[src/brct_pkg.sv]
// Package for the block range conflict tracker.
// Holds sizes, the transaction payload structs and the compare result struct.
// No dependencies.
`timescale 1ns / 1ps
`default_nettype none
package brct_pkg;

  localparam int BUCKETS          = 16;
  localparam int SLOTS_PER_BUCKET = 32;
  localparam int REQUESTS         = 64;
  localparam int BUCKET_W         = $clog2(BUCKETS);
  localparam int SLOT_W           = $clog2(SLOTS_PER_BUCKET);
  localparam int ALL_SLOTS        = BUCKETS * SLOTS_PER_BUCKET;
  localparam int GSLOT_W          = BUCKET_W + SLOT_W;
  localparam int TAG_W            = 6;
  localparam int LINK_W           = TAG_W + 1;

  localparam logic       FUNC_INSERT  = 1'b0;
  localparam logic       FUNC_RELEASE = 1'b1;
  localparam logic       STATUS_DONE  = 1'b0;
  localparam logic       STATUS_FULL  = 1'b1;
  // link with the top bit set means no request
  localparam logic [LINK_W-1:0] LINK_NIL = {1'b1, {TAG_W{1'b0}}};

  typedef struct packed {
    logic        func;
    logic [5:0]  tag;
    logic [7:0]  request_opcode;
    logic [63:0] fid_high;
    logic [63:0] fid_low;
    logic [47:0] block_start;
    logic [31:0] block_count;
    logic [12:0] entry_index;
  } in_t;

  typedef struct packed {
    logic        status;
    logic        runnable;
    logic [12:0] assigned_index;
    logic        woken_valid;
    logic [5:0]  woken_tag;
    logic [7:0]  woken_opcode;
  } out_t;

  typedef struct packed {
    logic fid_eq;
    logic overlap;
  } cmp_t;

endpackage
`default_nettype wire

[src/brct_cmp.sv]
// Shared compare unit: object id equality and block range overlap.
// Depends on brct_pkg.
`timescale 1ns / 1ps
`default_nettype none
module brct_cmp (
  input  wire logic [127:0]        fid_a,
  input  wire logic [127:0]        fid_b,
  input  wire logic [47:0]         start_a,
  input  wire logic [48:0]         end_a,
  input  wire logic [47:0]         start_b,
  input  wire logic [48:0]         end_b,
  output brct_pkg::cmp_t           res
);
  import brct_pkg::*;

  always_comb begin
    res.fid_eq  = (fid_a == fid_b);
    // ranges are half open, ends never wrap
    res.overlap = !((end_a <= {1'b0, start_b}) || ({1'b0, start_a} >= end_b));
  end

endmodule
`default_nettype wire

[config.mk]
export PLATFORM = sky130hd
export DESIGN_NAME = brct_cmp
export DESIGN_NICKNAME = d
export VERILOG_FILES = /design/src/brct_pkg.sv /design/src/brct_cmp.sv
export SDC_FILE = /design/constraint.sdc
export NUM_CORES = 1
export LEC_CHECK = 0
export BUFFER_PORTS_ARGS = -buffer_cell sky130_fd_sc_hd__buf_4
export CORE_AREA = 2 2 178 180
export DETAILED_ROUTE_END_ITERATION = 8
export DIE_AREA = 0 0 180 182
export GPL_TIMING_DRIVEN = 0
export REMOVE_ABC_BUFFERS = 1
export SYNTH_ARGS = -nofsm -noshare
export SYNTH_HDL_FRONTEND = slang
export SYNTH_SLANG_ARGS = --single-unit
[constraint.sdc]
create_clock -name vclk -period 3.25
set_clock_uncertainty 0.1 [all_clocks]
set_input_delay 0.325 -clock vclk [all_inputs]
set_output_delay 0.325 -clock vclk [all_outputs]
set_load 0.05 [all_outputs]
==> flow_metrics.tcl <==
set metrics [dict create \
    cp_num_buf_inv 3 \
    hp-class "in -> out" \
    synth.mux.area_fraction 0 \
    syn_to_final_growth_pct 103 \
    grt-ovfl-total 0 \
    clock_buffers 0 \
    netlist_instances 508 \
    syn_area_per_cell_um2 7.46 \
    crit_path_start "start_b[14]" \
    ios 452 \
    cts.repair.resized 0 \
    ys_types 34 \
    fp-row-count 65 \
    ir_drop_uv 59.5 \
    num_vias 5237 \
    portBuffers 452 \
    routed_wl_um 20200 \
    setup-violations-final 0 \
    final_cell_mix "buf_4, xnor2_1, inv_1, ha_1, nand4_1" \
    worst_pin_slew_ns 0.792 \
    crit_required_ns 2.82 \
    dp_hpwl_um 19500 \
    report.final.slew_viol_count 0 \
    nFlopsAndLatches 0 \
    slew_headroom 0.467 \
    final_common_cell "buf_4" \
    synth_compound_area_frac 0.127 \
    drc 0 \
    track_usage 0.112 \
    postCtsHoldBufs 0 \
    fin_util 0.248 \
    die_y_um 182 \
    critPathKind "in -> out" \
    drtIter0Drc 67 \
    yosys.area.top_type "ha_1" \
    synth_area_leaders "ha_1, xnor2_1, inv_1, nand4_1, a21oi_1" \
    drive_gt1_frac 0.473 \
    gp_congestion 0.864 \
    initial_utilization 0.122 \
    cp-end-kind "output pin" \
    period_minus_slack_ns 2.85 \
    yosys.area.top_type_share 0.317 \
    post_drt_wl_per_cell_um 14.8 \
    grt_pass1_vias 5395 \
    setup-tns-final_ns 0 \
    whs_ns 1.11 \
    yosysWarnings 0 \
    regArea_um2 0 \
    dieArea_um2 32800 \
    fill_cells 3416 \
    crit_chain "buf_4, inv_1, ha_1, nand4_1, nor4_1, o21ai_0, o211ai_1, nand3_1, a211oi_2, buf_4" \
    post_synth_fa_ha_maj_area_fraction 0.317 \
    clock.fmax_mhz 351 \
    firstDrtPassIters 4 \
    fin_nets 1508 \
    path_common_cell "buf_4" \
    whs_path_depth 7 \
    synth-xor-area-share 0.296 \
    status "finished, final reports clean" \
    maxCapViolations 0 \
    cp_max_fo 2 \
    cp_slowest_cell "nor4_1" \
    fp.dieW_um 180 \
    grt_max_degree 5 \
    min_period_over_period 0.876 \
    critPathTopFamily "simple AND/OR/NAND/NOR gates" \
    antenna_left 0 \
    core_um2 31000 \
    ys_seq_area_frac 0 \
    arrival_ns 2.42 \
    cts_setup_buffers 0 \
    cp-start-kind "input port" \
    power.density_nw_per_um2 117 \
    grt_antenna_before_repair 6 \
    synth_top_family_by_area "adder cells" \
    critPathMaxStageDelay_ns 0.53 \
    hold_path_end "res[1]" \
    leakage_nw 4.00 \
    yosys.area_share.simple 0.164 \
    grt_pass1_wl_um 28800 \
    rsz0062_at_grt "no" \
    hold_start "fid_a[54]" \
    viasPerCell 3.84 \
    final_hold_viol_count 0 \
    syn_area_um2 3790 \
]
-- report_power, final --
part | total, mW | internal (mW) | switching (mW)
registers | 0 | 0 | 0
clock network | 0.000000124 | 0.000000124 | 0
logic | 0.898 | 0.570 | 0.328
total | 0.898 | 0.570 | 0.328
-- per-stage QoR --
step                      power (mW)  setup slack, ns  instance area (um^2)  std cells
after detailed placement       0.904            0.357                  7690       1362
after global placement         0.889            0.416                  7690       1362
after global routing           0.993            0.183                  7690       1364
after floorplan                0.359            0.471                  3790        508
after CTS                      0.908            0.350                  7690       1362
final                          0.898            0.403                  7690       1365
-- Yosys cell counts, types with 2 or more instances --
master,instances
nor2_1,12
nor2b_1,3
inv_1,97
xnor2_1,128
ha_1,96
and4_1,3
a21o_1,9
nand3_1,10
a211oi_1,6
o21ai_0,9
nand2_1,18
nor4_1,10
a21oi_1,35
a2111oi_0,4
nor3_1,2
o211ai_1,2
nand4_1,47
-- per-layer routing --
metal | global-route usage | part of all wire
met1 | 0.117 | 0.35
met4 | 0.0241 | 0.022
met3 | 0.0199 | 0.070
met5 | 0 | 0.0011
met2 | 0.230 | 0.55
-- worst max path at each step --
| stage | endpoint | slack, ns | cells after the start |
|---|---|---|---|
| 5_1_grt | res[0] | 0.18 | 10 |
| 6_report | res[0] | 0.40 | 10 |
| 4_1_cts | res[0] | 0.35 | 7 |
| 3_5_place_dp | res[0] | 0.36 | 7 |
| 2_1_floorplan | res[0] | 0.47 | 8 |
| 3_3_place_gp | res[0] | 0.42 | 7 |
-- cells by family (layout without fill, tap and decap cells) --
family	Yosys count	in the layout
xor+xnor	128	128
simple gates	111	111
buf+inv	97	549
fa+ha+maj	96	96
compound gates	76	76
other cells	0	3
-- cell type report --
type	count	area (um^2)	area share
timing repair buffer	452	3390	0.441
multi-input combinational	411	3430	0.445
inverter	97	364	0.0473
antenna	3	7.51	0.000976
tap	402	503	0.0654
No activity file was read; power rests on OpenSTA's default activity.
